**src/gradient_noise_3d_top_defines.svh**
```systemverilog
// assertion macros for the gradient noise block
// expects clk and rst_n in the scope of every use
`ifndef GRADIENT_NOISE_3D_TOP_DEFINES_SVH
`define GRADIENT_NOISE_3D_TOP_DEFINES_SVH

// same-cycle implication
`define GN3D_ASSERT_IMP(lbl, pre, post, msg) \
  lbl: assert property (@(posedge clk) disable iff (!rst_n) (pre) |-> (post)) else $error(msg);

// next-cycle implication
`define GN3D_ASSERT_NEXT(lbl, pre, post, msg) \
  lbl: assert property (@(posedge clk) disable iff (!rst_n) (pre) |=> (post)) else $error(msg);

`endif

```
**src/gn3d_pkg.sv**
```systemverilog
// shared types and constants of the gradient noise block
// no dependencies
package gn3d_pkg;

  localparam int FRAC_W  = 16;
  localparam int FADE_W  = 17;
  localparam int POLY_W  = 20;
  localparam int MUL_W   = 24;
  localparam int PROD_W  = 48;
  localparam int DOT_W   = 34;
  localparam int DIFF_W  = 35;
  localparam int LO_W    = 17;
  localparam int HI_W    = 18;
  localparam int FULL_W  = 52;
  localparam int OUT_W   = 16;
  localparam int STEP_W  = 3;

  localparam logic OPC_WRITE = 1'b0;
  localparam logic OPC_EVAL  = 1'b1;

  localparam logic [FADE_W-1:0] FADE_ONE = FADE_W'(65536);
  localparam logic [POLY_W-1:0] FADE_K15 = POLY_W'(15 * 65536);
  localparam logic [POLY_W-1:0] FADE_K10 = POLY_W'(10 * 65536);

  // fade sub-steps
  localparam logic [STEP_W-1:0] FADE_SQ    = 3'd0;
  localparam logic [STEP_W-1:0] FADE_CUBE  = 3'd1;
  localparam logic [STEP_W-1:0] FADE_POLY  = 3'd2;
  localparam logic [STEP_W-1:0] FADE_BLEND = 3'd3;
  localparam logic [STEP_W-1:0] FADE_DONE  = 3'd4;
  // dot product sub-steps
  localparam logic [STEP_W-1:0] DOT_READ = 3'd0;
  localparam logic [STEP_W-1:0] DOT_MX   = 3'd1;
  localparam logic [STEP_W-1:0] DOT_MY   = 3'd2;
  localparam logic [STEP_W-1:0] DOT_MZ   = 3'd3;
  localparam logic [STEP_W-1:0] DOT_SUM  = 3'd4;
  // interpolation sub-steps
  localparam logic [STEP_W-1:0] LERP_LO   = 3'd0;
  localparam logic [STEP_W-1:0] LERP_HI   = 3'd1;
  localparam logic [STEP_W-1:0] LERP_PUSH = 3'd2;

  localparam logic [STEP_W-1:0] AXIS_LAST   = 3'd2;
  localparam logic [STEP_W-1:0] CORNER_LAST = 3'd7;
  localparam logic [STEP_W-1:0] LERP_LAST   = 3'd6;

  typedef enum logic [2:0] {
    OP_NONE,
    OP_WRITE,
    OP_LOAD,
    OP_FADE,
    OP_DOT,
    OP_LERP,
    OP_FINISH
  } op_t;

  typedef struct packed {
    op_t               op;
    logic [STEP_W-1:0] idx;
    logic [STEP_W-1:0] sub;
  } cmd_t;

endpackage

```
**src/gn3d_ctrl.sv**
```systemverilog
// sequencer of the gradient noise block: fade, corner dots, interpolation
// depends on gn3d_pkg and gradient_noise_3d_top_defines.svh
`include "gradient_noise_3d_top_defines.svh"

module gn3d_ctrl (
  input  logic            clk,
  input  logic            rst_n,
  input  logic            in_valid,
  input  logic            in_opcode,
  output logic            in_stall,
  output logic            out_valid,
  input  logic            out_stall,
  output gn3d_pkg::cmd_t  cmd
);

  typedef enum logic [4:0] {
    ST_IDLE = 5'b00001,
    ST_FADE = 5'b00010,
    ST_DOT  = 5'b00100,
    ST_LERP = 5'b01000,
    ST_FIN  = 5'b10000
  } state_t;

  state_t                      state_r, state_nxt;
  logic [gn3d_pkg::STEP_W-1:0] idx_r, idx_nxt;
  logic [gn3d_pkg::STEP_W-1:0] sub_r, sub_nxt;
  logic                        out_valid_r, out_valid_nxt;

  always_comb begin
    state_nxt     = state_r;
    idx_nxt       = idx_r;
    sub_nxt       = sub_r;
    out_valid_nxt = out_valid_r & out_stall;
    cmd.op        = gn3d_pkg::OP_NONE;
    cmd.idx       = idx_r;
    cmd.sub       = sub_r;
    unique case (state_r)
      ST_IDLE: begin
        if (in_valid) begin
          if (in_opcode == gn3d_pkg::OPC_EVAL) begin
            cmd.op    = gn3d_pkg::OP_LOAD;
            state_nxt = ST_FADE;
            idx_nxt   = '0;
            sub_nxt   = '0;
          end else begin
            cmd.op = gn3d_pkg::OP_WRITE;
          end
        end
      end
      ST_FADE: begin
        cmd.op = gn3d_pkg::OP_FADE;
        if (sub_r == gn3d_pkg::FADE_DONE) begin
          sub_nxt = '0;
          if (idx_r == gn3d_pkg::AXIS_LAST) begin
            idx_nxt   = '0;
            state_nxt = ST_DOT;
          end else begin
            idx_nxt = idx_r + 3'd1;
          end
        end else begin
          sub_nxt = sub_r + 3'd1;
        end
      end
      ST_DOT: begin
        cmd.op = gn3d_pkg::OP_DOT;
        if (sub_r == gn3d_pkg::DOT_SUM) begin
          sub_nxt = '0;
          if (idx_r == gn3d_pkg::CORNER_LAST) begin
            idx_nxt   = '0;
            state_nxt = ST_LERP;
          end else begin
            idx_nxt = idx_r + 3'd1;
          end
        end else begin
          sub_nxt = sub_r + 3'd1;
        end
      end
      ST_LERP: begin
        cmd.op = gn3d_pkg::OP_LERP;
        if (sub_r == gn3d_pkg::LERP_PUSH) begin
          sub_nxt = '0;
          if (idx_r == gn3d_pkg::LERP_LAST) begin
            idx_nxt   = '0;
            state_nxt = ST_FIN;
          end else begin
            idx_nxt = idx_r + 3'd1;
          end
        end else begin
          sub_nxt = sub_r + 3'd1;
        end
      end
      ST_FIN: begin
        if (!out_valid_r || !out_stall) begin
          cmd.op        = gn3d_pkg::OP_FINISH;
          out_valid_nxt = 1'b1;
          state_nxt     = ST_IDLE;
        end
      end
      default: begin
        state_nxt = ST_IDLE;
      end
    endcase
  end

  always_ff @(posedge clk) begin
    if (!rst_n) begin
      state_r     <= ST_IDLE;
      idx_r       <= '0;
      sub_r       <= '0;
      out_valid_r <= 1'b0;
    end else begin
      state_r     <= state_nxt;
      idx_r       <= idx_nxt;
      sub_r       <= sub_nxt;
      out_valid_r <= out_valid_nxt;
    end
  end

  assign in_stall  = (state_r != ST_IDLE);
  assign out_valid = out_valid_r;

  `GN3D_ASSERT_NEXT(a_eval_starts_fade, state_r == ST_IDLE && in_valid && in_opcode == gn3d_pkg::OPC_EVAL, state_r == ST_FADE && idx_r == '0 && sub_r == '0, "evaluate beat did not start the fade")
  `GN3D_ASSERT_NEXT(a_dot_follows_fade, state_r == ST_FADE && sub_r == gn3d_pkg::FADE_DONE && idx_r == gn3d_pkg::AXIS_LAST, state_r == ST_DOT && idx_r == '0, "corner pass did not follow the fade")
  `GN3D_ASSERT_NEXT(a_finish_shows_result, cmd.op == gn3d_pkg::OP_FINISH, out_valid_r, "finished result not presented")

endmodule

```
**config.mk**
```make
export PLATFORM = sky130hd
export DESIGN_NAME = gn3d_ctrl
export DESIGN_NICKNAME = d
export VERILOG_FILES = /design/src/gn3d_pkg.sv /design/src/gn3d_ctrl.sv
export VERILOG_INCLUDE_DIRS = /design/src /design/src/src
export SDC_FILE = /design/constraint.sdc
export NUM_CORES = 1
export LEC_CHECK = 0
export BUFFER_PORTS_ARGS = -buffer_cell sky130_fd_sc_hd__buf_2
export CORE_ASPECT_RATIO = 1.1
export CORE_UTILIZATION = 40
export CTS_CLUSTER_DIAMETER = 120
export DETAILED_ROUTE_END_ITERATION = 10
export PLACE_DENSITY_LB_ADDON = 0.08
export SYNTH_ARGS = -nofsm -noshare
export SYNTH_HDL_FRONTEND = slang
export SYNTH_SLANG_ARGS = --single-unit
```
**constraint.sdc**
```tcl
create_clock -name clk -period 2.1 [get_ports clk]
set_input_delay 0.21 -clock clk [delete_from_list [all_inputs] [get_ports clk]]
set_output_delay 0.21 -clock clk [all_outputs]
set_load 0.05 [all_outputs]
```
==> flow_summary.ini <==
[finish]
area_delta_synth_final_pct = 21.3
fin_nets = 133
nFillCells = 187
drive_gt1_share_pct = 21.0
final_area_um2 = 955
antenna_cells = 0
regArea_um2 = 240
multi_input_area_um2 = 534

[yosys]
async_flop_share_pct = 0
yosysTopAreaCell = dfxtp_1
synthTopCellsByArea = dfxtp_1, ha_1, nand3_1
synth_nets = 112
synthCells = 100
synth_edf_count = 0
syn_area_per_cell_um2 = 7.87
ys.warnings.count = 0
yosys.cell_types.count = 30
yosys_register_bits = 12
synth_common_cells = nand2_1, dfxtp_1, nand3_1
synth.most_common_cell = nand2_1
ys_seq_area_share_pct = 30.5
synth_top_flop_cell = dfxtp_1
synth.cell_area_um2 = 787
yosysTopAreaCellShare_pct = 30.5

[power]
seqPwrFrac_pct = 48.0
p_clk_share_pct = 27.6
p_comb_share_pct = 24.4
power_leakage_nw = 0.393
p_int_w = 0.000335
p_switching_w = 0.000172
p_per_area_nw_per_um2 = 531
ir_worst_vdd_uv = 395
p_sw_share_pct = 33.9

[sta]
hold_viol = 0
finalSetupTns_ns = 0
maxSlewHeadroom_pct = 61.3
setup-violations-final = 0
fin_crit_sh_pct = 91.6
worst_clock_skew_ns = 0.00207
period_needed_ns = 1.92
grt_setup_unrepaired = false
fmax_mhz = 520
finalMaxSlewViolations = 0
tightest_slew_ns = 0.576

[floorplanning]
core.rowCount = 16
core_um2 = 1820
fp.dieW_um = 44.3
initial_core_util_pct = 43.2
die_h_um = 48.5
ios = 16
dieArea_um2 = 2150

[drt]
routed_wl_um = 1850
vias = 786
wire_per_inst_um = 12.7
ant_nets = 0
firstDrtPassIters = 3
viasPerCell = 5.38
drtIter0Drc = 6
drc = 0

[placement]
gp_congestion = 0.830
placed_cell_area_um2 = 930
dpl.hpwl_um = 1440
io_buffers = 15

[global_routing]
grt_start_max_net_pins = 10
grt_overflow = 0
grt_pass1_vias = 694
antenna_found_initial = 0
track_usage_pct = 19.7
grt_pass1_wl_um = 3150

[critical_path]
critPathKind = flip-flop to primary output
crit_required_ns = 1.89
critPathLaunchType = flip-flop
worst_setup_path_end_kind = primary output
critPathArrivalTime_ns = 1.71
crit_fanout = 7

[clock_network]
clk_latency_ns = 0.27
clk_pin_slew_worst_paths_ns = 0.07
postCtsHoldBufs = 0
h-tree-depth = 1
cts_buffer_depth = 2
tritoncts = done
clock-sinks = 12
root_buffer = clkbuf_4
cts_made_buffers = 3

[min_path]
hp-class = primary input to flip-flop

[outcome]
status = finished, final reports clean

[run]
max_cap_violations = 0
==> logic make-up (layout without fill, tap and decap cells) <==
family | after synthesis | after routing | synth area share, %
adders and majority gates | 7 | 7 | 11.1
buffers and inverters | 10 | 29 | 4.77
and+or+nand+nor | 43 | 43 | 29.4
DFF | 12 | 12 | 30.5
AOI/OAI and AO/OA | 24 | 24 | 19.2
xor gates and xnor gates | 1 | 1 | 1.11
muxes | 3 | 3 | 3.82
==> cells in the final DEF (no fill, tap or decap), drive strengths merged, types with 2 or more instances in the layout <==
cell     n
buf     17
nand2   14
dfxtp   12
nand3   11
inv      8
a21oi    7
ha       7
o21ai    6
o211ai   5
nor2     4
nand4    3
mux2i    3
clkbuf   3
and2     2
nor3b    2
nor3     2
==> layer usage <==
metal / vias up / wire [µm] / GRT usage, %
met1: 365 / 918 / 27.4
met4: 0 / 41 / 9.60
li1: 405 / - / -
met3: 4 / 32 / 3.36
met5: - / 0 / 0
met2: 12 / 856 / 28.9
==> flip-flops by register name, summed over array words and instances (netlist names) <==
register	count
out_valid	1
sub_r	3
state_r	5
idx_r	3
==> path summary, 6_finish.rpt <==
kind / startpoint / end / slack [ns] / cells past startpoint
worst min register to register: out_valid / out_valid / 0.51 / 2
worst min-delay path: out_stall / out_valid / 0.23 / 3
worst max-delay path: state_r[1] / cmd[6] / 0.18 / 4
worst max register to register: idx_r[0] / state_r[3] / 0.28 / 7
==> final cells by class <==
cell class | instances | share of cell area (%)
clock buffer | 3 | 2.36
multi-input combinational | 78 | 56.0
timing repair buffer | 17 | 9.44
inverter | 9 | 3.54
sequential | 12 | 25.2
tap | 27 | 3.54
==> power by group through the flow <==
| stage | registers, W | clock network (W) | logic, W |
|---|---|---|---|
| 2_1_floorplan | 0.000249 | 0 | 0.0000913 |
| 3_3_place_gp | 0.000248 | 0 | 0.000122 |
| 3_5_place_dp | 0.000248 | 0 | 0.000122 |
| 4_1_cts | 0.000243 | 0.000142 | 0.000123 |
| 5_1_grt | 0.000245 | 0.000158 | 0.000134 |
| 6_report | 0.000243 | 0.000140 | 0.000124 |
==> through the flow <==
| step | setup slack (ns) | hold slack [ns] | total power (W) | util, % | instances |
|---|---|---|---|---|---|
| 2_1_floorplan | 0.122 | 0.373 | 0.000340 | - | 100 |
| 3_3_place_gp | 0.338 | 0.497 | 0.000370 | 51.0 | 143 |
| 3_5_place_dp | 0.322 | 0.502 | 0.000370 | 51.0 | 143 |
| 4_1_cts | 0.0535 | 0.224 | 0.000508 | 52.3 | 146 |
| 5_1_grt | 0.100 | 0.238 | 0.000537 | 52.4 | 146 |
| 6_report | 0.177 | 0.226 | 0.000507 | 52.4 | 146 |
==> critical path: stages (launching register included) <==
cell	delay (ns)
dfxtp_1	0.36
nor2_2	0.29
nand3_2	0.19
o311ai_4	0.30
buf_2	0.30
==> what timing repair did <==
action / in CTS / in global routing
endpoints found under the setup margin: 0 / 1
resized for setup: 0 / 1
setup buffers: 0 / 0
Note: power is estimated with default switching activity, not from simulation.
